### src/rtl/assert_macros.svh
// Assertion macros for the rotated subpixel writer RTL.
`ifndef ASSERT_MACROS_SVH
`define ASSERT_MACROS_SVH

// Concurrent assertion on an explicit clock and active-low reset.
`define RSW_ASSERT_ON(lbl, ck, rst_n, prop, msg) \
	lbl: assert property (@(posedge ck) disable iff (!rst_n) prop) else $error(msg);

// Concurrent assertion on the block clock and reset.
`define RSW_ASSERT(lbl, prop, msg) \
	`RSW_ASSERT_ON(lbl, clk, arst_n, prop, msg)

`endif

### src/rtl/rsw_pkg.sv
// Types, register map, subpixel codes and palette tables of the rotated subpixel writer.
`default_nettype none
package rsw_pkg;

	typedef logic [2:0] reg_idx_t;
	localparam reg_idx_t REG_CMAP_MODE     = 3'd0;
	localparam reg_idx_t REG_SCREEN_WIDTH  = 3'd1;
	localparam reg_idx_t REG_SCREEN_HEIGHT = 3'd2;
	localparam reg_idx_t REG_LINE_STRIDE   = 3'd3;
	localparam reg_idx_t REG_FRAME_BASE    = 3'd4;

	localparam logic [11:0] RST_SCREEN_WIDTH  = 12'd320;
	localparam logic [11:0] RST_SCREEN_HEIGHT = 12'd240;
	localparam logic [13:0] RST_LINE_STRIDE   = 14'd320;

	typedef struct packed {
		logic        cmap_mode;
		logic [11:0] screen_width;
		logic [11:0] screen_height;
		logic [13:0] line_stride;
		logic [31:0] frame_base;
	} cfg_t;

	// Bytes of one queued pixel; byte0 is the red byte or the palette index.
	typedef struct packed {
		logic       pal;
		logic [7:0] byte0;
		logic [7:0] grn;
		logic [7:0] blu;
	} ent_ctrl_t;

	typedef enum logic [1:0] {
		SUB_RED   = 2'd0,
		SUB_GRN   = 2'd1,
		SUB_BLU   = 2'd2,
		SUB_BLACK = 2'd3
	} sub_t;

	localparam logic [2:0] STEP_LAST     = 3'd7;
	localparam logic [2:0] STEP_PAL_LAST = 3'd4;
	localparam logic [2:0] STEP_RGB_INC  = 3'd1;
	localparam logic [2:0] STEP_PAL_INC  = 3'd4;

	localparam logic [7:0] BLACK_BYTE = 8'h01;
	localparam logic [7:0] PAL_ZERO_SUB = 8'h01;

	localparam logic [7:0] RED_TAB [6] = '{8'h01, 8'hA1, 8'hA2, 8'hA3, 8'hA4, 8'h03};
	localparam logic [7:0] GRN_TAB [5] = '{8'h01, 8'hB1, 8'hCA, 8'hC7, 8'hC8};
	localparam logic [7:0] BLU_TAB [5] = '{8'h01, 8'hB1, 8'hCD, 8'hCC, 8'h20};

	// Rounded quotient by 42, clamped to 5, found by threshold compares.
	function automatic logic [7:0] quant_red(input logic [7:0] c);
		logic [2:0] q;
		if (c >= 8'd189) q = 3'd5;
		else if (c >= 8'd147) q = 3'd4;
		else if (c >= 8'd105) q = 3'd3;
		else if (c >= 8'd63) q = 3'd2;
		else if (c >= 8'd21) q = 3'd1;
		else q = 3'd0;
		return RED_TAB[q];
	endfunction

	// Rounded quotient by 51, clamped to 4.
	function automatic logic [2:0] quant_51(input logic [7:0] c);
		logic [2:0] q;
		if (c >= 8'd179) q = 3'd4;
		else if (c >= 8'd128) q = 3'd3;
		else if (c >= 8'd77) q = 3'd2;
		else if (c >= 8'd26) q = 3'd1;
		else q = 3'd0;
		return q;
	endfunction

	function automatic logic [7:0] quant_grn(input logic [7:0] c);
		return GRN_TAB[quant_51(c)];
	endfunction

	function automatic logic [7:0] quant_blu(input logic [7:0] c);
		return BLU_TAB[quant_51(c)];
	endfunction

endpackage
`default_nettype wire

### src/rtl/rotated_subpixel_writer.sv
// Top level of the rotated subpixel writer: register port, front pipeline, queue and write sequencer.
//
// Each pixel taken on start produces its byte writes one per cycle on write_valid:
// eight writes in RGB mode, two in palette mode, none when it falls out of bounds.
// The receiver cannot stall, so every write appears for exactly one cycle. The single
// write port sets the sustained rate, since a pixel's writes all pass through it before
// the next pixel's first write. A two-entry queue and two front stages absorb bursts,
// and busy rises only when all of them are full.
`default_nettype none
module rotated_subpixel_writer #(
	parameter int ADDR_WIDTH = 32
) (
	input  wire logic        clk,
	input  wire logic        arst_n,
	input  wire logic        psel,
	input  wire logic        penable,
	input  wire logic        pwrite,
	input  wire logic [4:0]  paddr,
	input  wire logic [31:0] pwdata,
	output logic [31:0]      prdata,
	output logic             pready,
	input  wire logic        start,
	output logic             busy,
	input  wire logic [23:0] pixel_value,
	input  wire logic [9:0]  game_col,
	input  wire logic [9:0]  game_row,
	output logic             write_valid,
	output logic [31:0]      write_address,
	output logic [7:0]       write_byte,
	output logic             last_write
);

	localparam int QW = $bits(rsw_pkg::ent_ctrl_t) + 2 * ADDR_WIDTH;

	rsw_pkg::cfg_t      cfg_q;
	rsw_pkg::reg_idx_t  reg_idx;
	logic               cfg_wr;

	logic               push;
	logic               pop;
	logic               full;
	logic               empty;
	rsw_pkg::ent_ctrl_t push_ctrl;
	logic [ADDR_WIDTH-1:0] push_base;
	logic [ADDR_WIDTH-1:0] push_wh;
	logic [QW-1:0]      head;
	rsw_pkg::ent_ctrl_t head_ctrl;
	logic [ADDR_WIDTH-1:0] head_base;
	logic [ADDR_WIDTH-1:0] head_wh;

	assign pready  = 1'b1;
	assign reg_idx = paddr[4:2];
	assign cfg_wr  = psel && penable && pwrite && pready;

	always_ff @(posedge clk or negedge arst_n) begin
		if (!arst_n) begin
			cfg_q.cmap_mode     <= 1'b0;
			cfg_q.screen_width  <= rsw_pkg::RST_SCREEN_WIDTH;
			cfg_q.screen_height <= rsw_pkg::RST_SCREEN_HEIGHT;
			cfg_q.line_stride   <= rsw_pkg::RST_LINE_STRIDE;
			cfg_q.frame_base    <= 32'd0;
		end else if (cfg_wr) begin
			case (reg_idx)
				rsw_pkg::REG_CMAP_MODE:     cfg_q.cmap_mode     <= pwdata[0];
				rsw_pkg::REG_SCREEN_WIDTH:  cfg_q.screen_width  <= pwdata[11:0];
				rsw_pkg::REG_SCREEN_HEIGHT: cfg_q.screen_height <= pwdata[11:0];
				rsw_pkg::REG_LINE_STRIDE:   cfg_q.line_stride   <= pwdata[13:0];
				rsw_pkg::REG_FRAME_BASE:    cfg_q.frame_base    <= pwdata;
				default: ;
			endcase
		end
	end

	always_comb begin
		case (reg_idx)
			rsw_pkg::REG_CMAP_MODE:     prdata = 32'(cfg_q.cmap_mode);
			rsw_pkg::REG_SCREEN_WIDTH:  prdata = 32'(cfg_q.screen_width);
			rsw_pkg::REG_SCREEN_HEIGHT: prdata = 32'(cfg_q.screen_height);
			rsw_pkg::REG_LINE_STRIDE:   prdata = 32'(cfg_q.line_stride);
			rsw_pkg::REG_FRAME_BASE:    prdata = cfg_q.frame_base;
			default:                    prdata = 32'd0;
		endcase
	end

	rsw_front #(
		.AW(ADDR_WIDTH)
	) u_front (
		.clk        (clk),
		.arst_n     (arst_n),
		.cfg        (cfg_q),
		.start      (start),
		.pixel_value(pixel_value),
		.game_col   (game_col),
		.game_row   (game_row),
		.full       (full),
		.busy       (busy),
		.push       (push),
		.ent_ctrl   (push_ctrl),
		.ent_base   (push_base),
		.ent_wh     (push_wh)
	);

	rsw_queue #(
		.W(QW)
	) u_queue (
		.clk      (clk),
		.arst_n   (arst_n),
		.push     (push),
		.push_data({push_ctrl, push_wh, push_base}),
		.pop      (pop),
		.head     (head),
		.full     (full),
		.empty    (empty)
	);

	assign {head_ctrl, head_wh, head_base} = head;

	rsw_back #(
		.AW(ADDR_WIDTH)
	) u_back (
		.clk          (clk),
		.arst_n       (arst_n),
		.empty        (empty),
		.ctrl         (head_ctrl),
		.base         (head_base),
		.wh           (head_wh),
		.stride       (cfg_q.line_stride),
		.pop          (pop),
		.write_valid  (write_valid),
		.write_address(write_address),
		.write_byte   (write_byte),
		.last_write   (last_write)
	);

endmodule
`default_nettype wire

### src/rtl/rsw_front.sv
// Front pipeline: takes pixels, checks bounds, quantizes and forms the canvas address base.
`default_nettype none
module rsw_front #(
	parameter int AW = 32
) (
	input  wire logic               clk,
	input  wire logic               arst_n,
	input  wire rsw_pkg::cfg_t      cfg,
	input  wire logic               start,
	input  wire logic [23:0]        pixel_value,
	input  wire logic [9:0]         game_col,
	input  wire logic [9:0]         game_row,
	input  wire logic               full,
	output logic                    busy,
	output logic                    push,
	output rsw_pkg::ent_ctrl_t      ent_ctrl,
	output logic [AW-1:0]           ent_base,
	output logic [AW-1:0]           ent_wh
);

	logic        valid_s1;
	logic [23:0] pix_s1;
	logic [9:0]  col_s1;
	logic [9:0]  row_s1;

	logic              valid_s2;
	rsw_pkg::ent_ctrl_t ctrl_s2;
	logic [24:0]       ls_s2;
	logic [23:0]       wh_s2;
	logic [10:0]       b_s2;

	logic [10:0] line_c;
	logic [10:0] bidx_c;
	logic        inb_c;
	logic [24:0] ls_c;
	logic [23:0] wh_c;
	rsw_pkg::ent_ctrl_t ctrl_c;
	logic        stall_s2;

	logic [63:0] fb64;
	logic [63:0] wh64;
	logic [63:0] ls64;
	logic [63:0] b64;

	assign stall_s2 = valid_s2 && full;
	assign busy     = valid_s1 && stall_s2;
	assign push     = valid_s2 && !full;

	always_comb begin
		if (cfg.cmap_mode) begin
			line_c = {1'b0, col_s1};
			bidx_c = {1'b0, row_s1};
		end else begin
			line_c = {col_s1, 1'b0};
			bidx_c = {row_s1, 1'b0};
		end
		inb_c = ({1'b0, bidx_c} <= cfg.screen_width) && ({1'b0, line_c} <= cfg.screen_height);
		ls_c  = 25'(line_c) * 25'(cfg.line_stride);
		wh_c  = 24'(cfg.screen_width) * 24'(cfg.screen_height);
		ctrl_c.pal = cfg.cmap_mode;
		if (cfg.cmap_mode) begin
			ctrl_c.byte0 = (pix_s1[7:0] == 8'd0) ? rsw_pkg::PAL_ZERO_SUB : pix_s1[7:0];
		end else begin
			ctrl_c.byte0 = rsw_pkg::quant_red(pix_s1[23:16]);
		end
		ctrl_c.grn = rsw_pkg::quant_grn(pix_s1[15:8]);
		ctrl_c.blu = rsw_pkg::quant_blu(pix_s1[7:0]);
	end

	always_ff @(posedge clk or negedge arst_n) begin
		if (!arst_n) begin
			valid_s1 <= 1'b0;
		end else if (start && !busy) begin
			valid_s1 <= 1'b1;
		end else if (!stall_s2) begin
			valid_s1 <= 1'b0;
		end
	end

	always_ff @(posedge clk) begin
		if (start && !busy) begin
			pix_s1 <= pixel_value;
			col_s1 <= game_col;
			row_s1 <= game_row;
		end
	end

	always_ff @(posedge clk or negedge arst_n) begin
		if (!arst_n) begin
			valid_s2 <= 1'b0;
		end else if (!stall_s2) begin
			valid_s2 <= valid_s1 && inb_c;
		end
	end

	always_ff @(posedge clk) begin
		if (!stall_s2) begin
			ctrl_s2 <= ctrl_c;
			ls_s2   <= ls_c;
			wh_s2   <= wh_c;
			b_s2    <= bidx_c;
		end
	end

	assign fb64 = 64'(cfg.frame_base);
	assign wh64 = 64'(wh_s2);
	assign ls64 = 64'(ls_s2);
	assign b64  = 64'(b_s2);

	assign ent_ctrl = ctrl_s2;
	assign ent_wh   = wh64[AW-1:0];
	assign ent_base = fb64[AW-1:0] + wh64[AW-1:0] - ls64[AW-1:0] + b64[AW-1:0];

endmodule
`default_nettype wire

### src/rtl/rsw_queue.sv
// Two-entry queue between the front pipeline and the write sequencer.
`default_nettype none
module rsw_queue #(
	parameter int W = 8
) (
	input  wire logic         clk,
	input  wire logic         arst_n,
	input  wire logic         push,
	input  wire logic [W-1:0] push_data,
	input  wire logic         pop,
	output logic [W-1:0]      head,
	output logic              full,
	output logic              empty
);

	logic [W-1:0] mem_q [2];
	logic         wr_ptr_q;
	logic         rd_ptr_q;
	logic [1:0]   cnt_q;

	assign full  = (cnt_q == 2'd2);
	assign empty = (cnt_q == 2'd0);
	assign head  = mem_q[rd_ptr_q];

	always_ff @(posedge clk or negedge arst_n) begin
		if (!arst_n) begin
			wr_ptr_q <= 1'b0;
			rd_ptr_q <= 1'b0;
			cnt_q    <= 2'd0;
		end else begin
			if (push) begin
				wr_ptr_q <= !wr_ptr_q;
			end
			if (pop) begin
				rd_ptr_q <= !rd_ptr_q;
			end
			if (push && !pop) begin
				cnt_q <= cnt_q + 2'd1;
			end else if (pop && !push) begin
				cnt_q <= cnt_q - 2'd1;
			end
		end
	end

	always_ff @(posedge clk) begin
		if (push) begin
			mem_q[wr_ptr_q] <= push_data;
		end
	end

endmodule
`default_nettype wire

### src/rtl/rsw_back.sv
// Write sequencer: steps through the canvas writes of the queued pixel, one per cycle.
`default_nettype none
`include "assert_macros.svh"
module rsw_back #(
	parameter int AW = 32
) (
	input  wire logic               clk,
	input  wire logic               arst_n,
	input  wire logic               empty,
	input  wire rsw_pkg::ent_ctrl_t ctrl,
	input  wire logic [AW-1:0]      base,
	input  wire logic [AW-1:0]      wh,
	input  wire logic [13:0]        stride,
	output logic                    pop,
	output logic                    write_valid,
	output logic [31:0]             write_address,
	output logic [7:0]              write_byte,
	output logic                    last_write
);

	logic [2:0]      step_q;
	rsw_pkg::sub_t   sub;
	logic            dl;
	logic            db;
	logic            last_c;
	logic [AW-1:0]   addr_c;
	logic [63:0]     addr64;
	logic [63:0]     stride64;
	logic [7:0]      byte_c;

	assign sub      = rsw_pkg::sub_t'(step_q[1:0]);
	assign dl       = (sub == rsw_pkg::SUB_GRN) || (sub == rsw_pkg::SUB_BLACK);
	assign db       = (sub == rsw_pkg::SUB_BLU) || (sub == rsw_pkg::SUB_BLACK);
	assign last_c   = (step_q == rsw_pkg::STEP_LAST) ||
	                  (ctrl.pal && step_q == rsw_pkg::STEP_PAL_LAST);
	assign pop      = !empty && last_c;
	assign stride64 = 64'(stride);
	assign addr_c   = base + (step_q[2] ? wh : {AW{1'b0}})
	                - (dl ? stride64[AW-1:0] : {AW{1'b0}}) + AW'(db);
	assign addr64   = 64'(addr_c);

	always_comb begin
		case (sub)
			rsw_pkg::SUB_RED:   byte_c = ctrl.byte0;
			rsw_pkg::SUB_GRN:   byte_c = ctrl.grn;
			rsw_pkg::SUB_BLU:   byte_c = ctrl.blu;
			rsw_pkg::SUB_BLACK: byte_c = rsw_pkg::BLACK_BYTE;
			default:            byte_c = rsw_pkg::BLACK_BYTE;
		endcase
	end

	always_ff @(posedge clk or negedge arst_n) begin
		if (!arst_n) begin
			step_q      <= 3'd0;
			write_valid <= 1'b0;
			last_write  <= 1'b0;
		end else begin
			write_valid <= !empty;
			last_write  <= pop;
			if (pop) begin
				step_q <= 3'd0;
			end else if (!empty) begin
				step_q <= step_q + (ctrl.pal ? rsw_pkg::STEP_PAL_INC : rsw_pkg::STEP_RGB_INC);
			end
		end
	end

	always_ff @(posedge clk) begin
		write_address <= addr64[31:0];
		write_byte    <= byte_c;
	end

	`RSW_ASSERT(a_step_idle, empty |-> (step_q == 3'd0), "write step not at start while queue empty")
	`RSW_ASSERT(a_pal_steps, (!empty && ctrl.pal) |-> (step_q == 3'd0 || step_q == rsw_pkg::STEP_PAL_LAST), "palette item at an RGB-only step")
	`RSW_ASSERT(a_pop_last, pop |=> (write_valid && last_write), "item retired without a final write")
	`RSW_ASSERT(a_last_strobe, last_write |-> write_valid, "last_write without a write strobe")

endmodule
`default_nettype wire
### config.mk
export PLATFORM = sky130hd
export DESIGN_NAME = rotated_subpixel_writer
export DESIGN_NICKNAME = d
export VERILOG_FILES = /design/src/rtl/rsw_pkg.sv /design/src/rtl/rotated_subpixel_writer.sv /design/src/rtl/rsw_front.sv /design/src/rtl/rsw_queue.sv /design/src/rtl/rsw_back.sv
export VERILOG_INCLUDE_DIRS = /design/src /design/src/rtl
export SDC_FILE = /design/constraint.sdc
export NUM_CORES = 1
export LEC_CHECK = 0
export ABC_AREA = 1
export BUFFER_PORTS_ARGS = -buffer_cell sky130_fd_sc_hd__buf_2
export CORE_MARGIN = 2
export CORE_UTILIZATION = 30
export CTS_CLUSTER_DIAMETER = 150
export DETAILED_ROUTE_END_ITERATION = 7
export SLEW_MARGIN = 30
export SYNTH_ARGS = -nofsm -noshare
export SYNTH_HDL_FRONTEND = slang
export SYNTH_SLANG_ARGS = --single-unit
export TNS_END_PERCENT = 20
### constraint.sdc
create_clock -name clk -period 7.4 [get_ports clk]
set_clock_uncertainty 0.1 [all_clocks]
set_input_delay 0.37 -clock clk [delete_from_list [all_inputs] [get_ports clk]]
set_output_delay 0.37 -clock clk [all_outputs]
set_load 0.05 [all_outputs]
; Word level (Yosys, flattened, before mapping)
; Memory sizes are Yosys's and may differ from the RTL's. A register that Yosys moved wholly into a read port is not among the register bits.
; Cells that the tools add are included.
[word_totals]
regBits = 235
ramBits = 162
romBits = 192
input_bits = 87
output_inout_bits = 76
elab_cells = 136
memories = 4
[memory_table]
columns = name, words, width, read_ports, rd_clocked_by_memory_dff, write_ports, line
row1 = u_queue.mem_q, 2, 81, 1, 0, 1, rsw_queue.sv:16  ; logic [W-1:0] mem_q [2];
row2 = (name not given), 8, 8, 1, 0, 0, rsw_pkg.sv:60  ; return RED_TAB[q];
row3 = (name not given), 8, 8, 1, 1, 0, rsw_pkg.sv:75  ; return GRN_TAB[quant_51(c)];
row4 = (name not given), 8, 8, 1, 1, 0, rsw_pkg.sv:79  ; return BLU_TAB[quant_51(c)];
[classes]
n_addsub = 9
mul = 2
n_lt_le_gt_ge = 16
eq_ne = 12
mux = 33
bitwise_logic = 3
reduce_logical = 34
[op_table]
columns = cell, n
row1 = $pmux W32 S5, 1
row2 = $ge A8 B8 Y1 const B, 6
row3 = $mux W3, 14
row4 = $add A32 B1 Y32, 1
row5 = $add A32 B11 Y32, 1
row6 = $add A32 B24 Y32, 1
row7 = $add A32 B32 Y32, 1
row8 = $mux W32, 1
row9 = $mux W8, 4
row10 = $pmux W8 S4, 1
row11 = $sub A32 B25 Y32, 1
row12 = $sub A32 B32 Y32, 1
row13 = $mul A11 B14 Y25, 1
row14 = $ge A8 B5 Y1 const B, 3
row15 = $ge A8 B7 Y1 const B, 3
row16 = $le A11 B12 Y1, 2
row17 = $mul A12 B12 Y24, 1
row18 = $mux W11, 2
row19 = $mux W14, 1
row20 = $logic_and A1 B1 Y1, 12
row21 = $not A3 Y4, 3
row22 = $reduce_and A2 Y1, 5
row23 = $eq A3 B3 Y1 const B, 3
row24 = $logic_not A1 Y1, 9
row25 = 17 further kinds, 31

; Logic depth before layout (Yosys ltp)
; Gate-level depths: netlist (run 1).
[depth]
depth_word = 12
depth_mapped = 27
depth_no_buf = 26

; Modules after synthesis
; A second synthesis (run 1) with hierarchy kept.
[hier_totals]
hier_cells = 3996
hier_area_um2 = 33913.8
[modules_own_cells]
columns = module, instances, cells_each, area_per_inst_um2, seq_area_each_um2
row1 = rsw_front, 1, 2495, 19203.4, 3803.6
row2 = rsw_queue, 1, 302, 6688.9, 5445.2
row3 = rsw_back, 1, 782, 4623.2, 925.9
row4 = rotated_subpixel_writer, 1, 417, 3398.3, 1786.7

; Worst setup path before layout (run 1)
; OpenSTA, ideal clock, no wires.
[synth_timing]
path_kind = register -> register
from = register cfg_q[70] (netlist name)
to = register u_front.ls_s2[19], data pin
setup_ns = 0.252
t_arrival_ns = 4.900
required_time_ns = 7.048
setup_slack_ns = 2.148
path_stages_with_launch = 24
n_path_buf = 2
period_less_slack_ns = 5.252
cell_sequence = dfrtp_1 > inv_2 > buf_2 > nand2_1 > o21ai_1 > inv_1 > buf_2 > nand2_1 > fa_1 > inv_1 > fa_1 > fa_1 > fa_1 > inv_1 > fa_1 > inv_1 > ha_1 > a21oi_1 > a21boi_0 > nor2_1 > nor2_1 > nand2_1 > nand2_1 > nand2_1
[synth_between]
elab_chain_cells = 2
[synth_rtl]
columns = item, line
row1 = "start, declared", rotated_subpixel_writer.sv:35  ; rsw_pkg::cfg_t cfg_q;
row2 = $mux W11, rsw_front.sv:50  ; if (cfg.cmap_mode) begin
row3 = $mul A11 B14 Y25, rsw_front.sv:58  ; ls_c = 25'(line_c) * 25'(cfg.line_stride);
row4 = net u_front.ls_c[19], rsw_front.sv:35  ; logic [24:0] ls_c;
row5 = "end signal, assigned", rsw_front.sv:99  ; ls_s2 <= ls_c;
row6 = "end, declared", rsw_front.sv:28  ; logic [24:0] ls_s2;
; The timed path passes the listed nets, and every way through them passes these cells.
; A chain may end at the register's enable or synchronous reset.

; Worst setup path after layout (run 1)
[layout_timing]
from = register cfg_q[70] (netlist name)
to = register u_front.ls_s2[23], data pin
; The elaborated chain is that of the path after synthesis.

==> impl_metrics.env, run 1 <==
export IMPL_drt_first_iter_violations=1668
export IMPL_start_kind="flip-flop"
export IMPL_max_freq_ghz=0.153
export IMPL_ios=163
export IMPL_area_growth_pct=14.8
export IMPL_grt_pass1_wl_mm=138
export IMPL_yosys_warnings=0
export IMPL_synthFlopType="edfxtp_1"
export IMPL_min_period_ns=6.53
export IMPL_ctsHoldBuffers=66
export IMPL_ys_ff_latch=401
export IMPL_fin_crit_sh_pct=88.3
export IMPL_cpPeakStageDelay_ns=0.76
export IMPL_cts_resized=0
export IMPL_hold_viol=0
export IMPL_syn_nets=4433
export IMPL_detail_route_antenna_nets=0
export IMPL_clock_path_buffers=3
export IMPL_ys_async_sr_fraction_pct=20.4
export IMPL_vias=24600
export IMPL_n_fill_cell=10800
export IMPL_die_area_um2=109000
export IMPL_die_h_um=330
export IMPL_routed_wl_mm=89.8
export IMPL_path_max_fanout=22
export IMPL_most_common_layout_cells="nand2_1, inv_1, nor2_1"
export IMPL_r2r_start="cfg_q[70]$_DFFE_PN0P_"
export IMPL_core_um2=105000
export IMPL_nets=4635
export IMPL_synth_distinct_cells=51
export IMPL_first_global_vias=24300
export IMPL_overflow=0
export IMPL_post_route_util_pct=34.7
export IMPL_cts_sinks=401
export IMPL_htreeDepth=2
export IMPL_die_w_um=330
export IMPL_grtUsageTotal_pct=16.5
export IMPL_floorplan_initialDensity_pct=30.2
export IMPL_hold_path_class="input pin to flip-flop"
export IMPL_cts_root_buffer="clkbuf_16"
export IMPL_antenna_found_initial=5
export IMPL_drtPass1Iterations=5
export IMPL_cp_end_kind="flip-flop"
export IMPL_gp_congestion=0.935
export IMPL_synth_area_per_cell_um2=8.27
export IMPL_critPathRequiredTime_ns=7.68
export IMPL_crit_top_cell="nand2_1"
export IMPL_tritoncts="done"
export IMPL_drive_gt1_share_pct=7.34
export IMPL_io_buffers=159
export IMPL_synth_area_um2=31800
export IMPL_cts_buffers_inserted=48
export IMPL_final_common_cell="nand2_1"
export IMPL_hp_start="pwdata[3]"
export IMPL_wl_per_cell_um=16.4
export IMPL_clock_latency_ns=0.63
export IMPL_crit_slowest_cell="dfrtp_1"
export IMPL_path_class="flip-flop to flip-flop"
export IMPL_drc=0
export IMPL_fin_setup_tns_ns=0
export IMPL_synth_edf_count=279
export IMPL_hpwlAfterDp_mm=71.2
export IMPL_syn_inst=3846
export IMPL_arrival_ns=6.81
export IMPL_path_clk_slew_ns=0.06
export IMPL_worst_slew_pin_slew_ns=0.789
export IMPL_grt_max_degree=80
export IMPL_ys_seq_area_share_pct=35.3
export IMPL_slew_headroom_pct=47.4
export IMPL_status="complete, no violations"
export IMPL_maxSlewViolCount=0
export IMPL_rsz0062_at_grt="false"
export IMPL_crit_start="cfg_q[70]$_DFFE_PN0P_"
export IMPL_post_cts_buffers=0
export IMPL_drv_cap=0
export IMPL_setup_violations_final=0
export IMPL_vias_per_cell=4.49
export IMPL_rows=119
export IMPL_crit_chain="inv_2 > nand2_1 > o21ai_1 > inv_1 > nand2_1 > fa_1 > inv_1 > fa_1 > fa_1 > fa_1 > inv_1 > fa_1 > inv_1 > ha_1 > a21oi_1 > a21boi_0 > nand2_1 > nand2_1 > nand3_1 > nand2_1 > nand2_1"
final timing paths:
path | to | cells after the start | slack [ns]
max in group asynchronous | cfg_q[65]$_DFFE_PN0P_ | 3 | 5.92
worst max register to register | u_front.ls_s2[23]$_DFFE_PN_ | 21 | 0.87
worst max-delay path | u_front.ls_s2[23]$_DFFE_PN_ | 21 | 0.87
worst min-delay path | cfg_q[61]$_DFFE_PN0P_ | 3 | 0.04
min in group asynchronous | cfg_q[29]$_DFFE_PN0P_ | 2 | 0.20
worst min register to register | u_queue.mem_q[1][69]$_DFFE_PP_ | 0 | 0.35
cell usage after synthesis, drive strengths merged (2+ instances only):
library cell	number	area share, %
and3	3	0.059
nand3	108	1.7
o211ai	2	0.047
mux2i	11	0.35
clkinv	3	0.035
xor2	47	1.3
o221ai	17	0.47
nor2	333	4.0
nand3b	3	0.071
o21a	3	0.071
ha	243	9.6
o21bai	8	0.19
nor3	18	0.31
a21o	4	0.094
edfxtp	279	26
a31oi	7	0.14
clkbuf	45	0.53
inv	898	11
o21ai	152	2.4
dfrtp	74	5.8
a21oi	116	1.8
dfstp	8	0.66
dfxtp	40	2.5
or2	15	0.29
and2	6	0.12
o22ai	15	0.29
nand2	1037	12
xnor2	13	0.36
fa	257	16
nand4	34	0.69
buf	40	0.62
flip-flops by register name, summed over array words and instances (netlist names), 2 cells and up:
signal	count
cfg_q	71
u_back.step_q	3
u_back.write_address	32
u_back.write_byte	8
u_front.b_s2	11
u_front.col_s1	10
u_front.ent_ctrl	21
u_front.ls_s2	25
u_front.pix_s1	24
u_front.row_s1	10
u_front.wh_s2	24
u_queue.cnt_q	2
u_queue.mem_q	154
cell families (layout without fill, tap and decap cells):
logic type | count (synthesis) | in the layout | share of synthesized area [%]
other | 1 | 4 | 0.0118
adder cells (fa/ha/maj) | 500 | 500 | 25.7
AND/OR/NAND/NOR | 1560 | 1560 | 19.5
multiplexers | 11 | 11 | 0.346
AO/OA/AOI/OAI | 327 | 327 | 5.65
buffers and inverters | 986 | 1228 | 11.8
flip-flops | 401 | 401 | 35.3
XOR/XNOR | 60 | 60 | 1.65
per-layer routing:
metal / wire (um) / part of all wire, % / vias up / global-route usage, %
met4: 3480 / 3.9 / 0 / 6.55
met3: 4990 / 5.6 / 146 / 2.26
met5: 0 / 0 / - / 0
met1: 39000 / 43 / 11600 / 21.6
li1: - / - / 12200 / -
met2: 42300 / 47 / 671 / 27.6
worst max-delay path: cells and delay by family (launching register included):
| kind | cells | cell delay, ns |
|---|---|---|
| buf+inv | 5 | 0.95 |
| flops | 1 | 0.76 |
| simple gates | 7 | 0.67 |
| fa+ha+maj | 6 | 2.95 |
| compound gates | 3 | 0.85 |
area by class of cell:
| class | instances | area [um2] | area share, % |
|---|---|---|---|
| repair buffers | 237 | 1570 | 4.30 |
| inverters | 901 | 3390 | 9.27 |
| clock buffers | 62 | 1350 | 3.68 |
| well taps | 1391 | 1740 | 4.76 |
| diodes | 3 | 7.51 | 0.0205 |
| flip-flops and latches | 401 | 11200 | 30.8 |
| multi-input cells | 2459 | 16900 | 46.1 |
| clock inverters | 28 | 393 | 1.08 |
through the flow:
step           hold WS, ns  std cells  instance area (um2)  worst slack, ns
3_5_place_dp         0.331       5322                34100            0.940
5_1_grt             0.0393       5481                36500            0.539
3_3_place_gp         0.324       5322                34100            0.950
4_1_cts            0.00851       5478                36500            0.952
6_report            0.0405       5482                36500            0.867
2_1_floorplan      -0.0256       3846                31800             2.15
Power of run 1 is left out: the tool's default activity adds up to more than one toggle a clock period on the data nets, which glitch-free logic cannot reach.
==> run 2, diff against run 1 <==
--- a/config.mk
+++ b/config.mk
@@ -8,10 +8,13 @@
 export LEC_CHECK = 0
 export ABC_AREA = 1
 export BUFFER_PORTS_ARGS = -buffer_cell sky130_fd_sc_hd__buf_2
+export CELL_PAD_IN_SITES_DETAIL_PLACEMENT = 1
+export CELL_PAD_IN_SITES_GLOBAL_PLACEMENT = 2
 export CORE_MARGIN = 2
 export CORE_UTILIZATION = 30
 export CTS_CLUSTER_DIAMETER = 150
 export DETAILED_ROUTE_END_ITERATION = 7
+export PLACE_DENSITY_LB_ADDON = 0.1
 export SLEW_MARGIN = 30
 export SYNTH_ARGS = -nofsm -noshare
 export SYNTH_HDL_FRONTEND = slang
==> run 2 against run 1 <==
Final area up 0.35%; register-to-register slack better by 0.47 ns; sequential share of layout area down 0.11 points; global-route usage up 3.2 points; utilization up 0.12 points; via count about the same; critical path depth down 2; clock-buffer cell count up 5; worst setup slack better by 0.47 ns; hold slack better by 0.017 ns; largest cell class unchanged.
==> impl_metrics.env, run 2 (same netlist as run 1, synthesis figures left out) <==
export IMPL_drv_cap=0
export IMPL_setup_violations_final=0
export IMPL_drive_gt1_share_pct=7.42
export IMPL_hold_path_class="input pin to flip-flop"
export IMPL_holdWs_ns=0.0579
export IMPL_grtUsageTotal_pct=19.7
export IMPL_rsz0062_at_grt="false"
export IMPL_hold_viol=0
export IMPL_vias_per_cell=4.48
export IMPL_whs_path_depth=3
export IMPL_tritoncts="done"
export IMPL_rows=119
export IMPL_first_global_vias=26300
export IMPL_hpwlAfterDp_mm=85.1
export IMPL_placedInstanceArea_um2=34200
export IMPL_fin_setup_tns_ns=0
export IMPL_path_class="flip-flop to flip-flop"
export IMPL_grt_max_degree=65
export IMPL_min_period_ns=6.07
export IMPL_cts_resized=0
export IMPL_worst_slew_pin_slew_ns=0.911
export IMPL_drt_first_iter_violations=1150
export IMPL_slew_headroom_pct=39.3
export IMPL_arrival_ns=6.33
export IMPL_overflow=0
export IMPL_rrSetupSlack_ns=1.33
export IMPL_maxSlewViolCount=0
export IMPL_critPathRequiredTime_ns=7.67
export IMPL_crit_chain="buf_4 > nor2_4 > clkinv_1 > nor2_1 > fa_1 > fa_1 > fa_1 > fa_1 > inv_1 > fa_1 > inv_1 > ha_1 > a21oi_1 > a21boi_0 > nand2_1 > nand2_1 > nand3_1 > nand2_1 > nand2_1"
export IMPL_floorplan_initialDensity_pct=30.2
export IMPL_grt_pass1_wl_mm=161
export IMPL_start_kind="flip-flop"
export IMPL_crit_top_cell="fa_1"
export IMPL_cpPeakStageDelay_ns=0.55
export IMPL_io_buffers=159
export IMPL_status="complete, no violations"
export IMPL_gp_congestion=0.842
export IMPL_die_area_um2=109000
export IMPL_die_w_um=330
export IMPL_drc=0
export IMPL_htreeDepth=2
export IMPL_cts_buffers_inserted=50
export IMPL_largest_reg_flops=154
export IMPL_fin_crit_sh_pct=82.0
export IMPL_wl_per_cell_um=19.2
export IMPL_regMostFlops="u_queue.mem_q"
export IMPL_core_um2=105000
export IMPL_cp_end_kind="flip-flop"
export IMPL_ios=163
export IMPL_final_design_area_no_fill_um2=36700
export IMPL_drtPass1Iterations=5
export IMPL_clock_latency_ns=0.63
export IMPL_nets=4655
export IMPL_final_common_cell="nand2_1"
export IMPL_path_max_fanout=32
export IMPL_crit_slowest_cell="fa_1"
export IMPL_detail_route_antenna_nets=0
export IMPL_diodes=0
export IMPL_routed_wl_mm=106
export IMPL_cts_root_buffer="clkbuf_16"
export IMPL_r2r_cells=19
export IMPL_antenna_found_initial=2
export IMPL_most_common_layout_cells="nand2_1, inv_1, nor2_1"
export IMPL_vias=24600
export IMPL_path_clk_slew_ns=0.06
export IMPL_die_h_um=330
export IMPL_max_freq_ghz=0.165
export IMPL_clock_path_buffers=3
export IMPL_cts_sinks=401
export IMPL_largestRegisters="u_queue.mem_q: 154 flops, cfg_q: 71 flops, u_back.write_address: 32 flops"
export IMPL_area_growth_pct=15.2
run 2: cell types whose count changed in the layout (fill, tap and decap cells not counted), sizes merged:
cell | previous run | this run
dlygate4sd3 | 66 | 77
buf | 171 | 178
clkbuf | 62 | 67
diode | 3 | 0
clkinvlp | 4 | 2
bufinv | 5 | 6
inv | 905 | 904
run 2: critical path, delay by kind of cell, from the launching register on:
kind,cells,cell delay [ns]
AOI/OAI and AO/OA,2,0.67
adders and majority gates,6,2.94
buffers and inverters,4,0.77
DFF,1,0.38
and+or+nand+nor,7,0.92
run 2: path summary, 6_finish.rpt:
check	from	end
setup / recovery	cfg_q[70]$_DFFE_PN0P_	u_front.ls_s2[23]$_DFFE_PN_
hold / removal	pwdata[0]	cfg_q[58]$_DFFE_PN0P_
setup reg to reg	cfg_q[70]$_DFFE_PN0P_	u_front.ls_s2[23]$_DFFE_PN_
hold reg to reg	u_front.ent_ctrl[21]$_DFFE_PN_	u_queue.mem_q[1][77]$_DFFE_PP_
max in group asynchronous	arst_n	u_queue.rd_ptr_q$_DFFE_PN0P_
min in group asynchronous	arst_n	cfg_q[13]$_DFFE_PN0P_
run 2: area by class of cell:
type	instances	area (um2)
multi-input cells	2459	16900
fillers	12400	68600
inverters	901	3380
well taps	1391	1740
flip-flops and latches	401	11200
clock inverters	26	330
clock buffers	67	1410
repair buffers	255	1710
run 2: stage by stage:
stage	instances	setup WS, ns	utilization (%)
after global placement	5330	1.24	32.4
final	5500	1.33	34.8
after floorplan	3846	2.15	-
after detailed placement	5330	1.25	32.4
after CTS	5500	1.26	34.8
after global routing	5500	0.792	34.8
run 2: per-layer routing:
| metal | vias to the layer above | global-route usage, % | part of all wire, % | wire (um) |
|---|---|---|---|---|
| met1 | 12000 | 26.9 | 48 | 50200 |
| met4 | 0 | 4.58 | 2.0 | 2100 |
| met3 | 94 | 1.98 | 2.6 | 2700 |
| met5 | - | 0 | 0 | 0 |
| met2 | 315 | 33.7 | 48 | 50600 |
| li1 | 12200 | - | - | - |
run 2: repair_timing:
action	in CTS	in global routing
endpoints found under the hold margin	145	0
hold buffers	77	0
setup buffers	0	0
Power of run 2 is left out for the same reason.
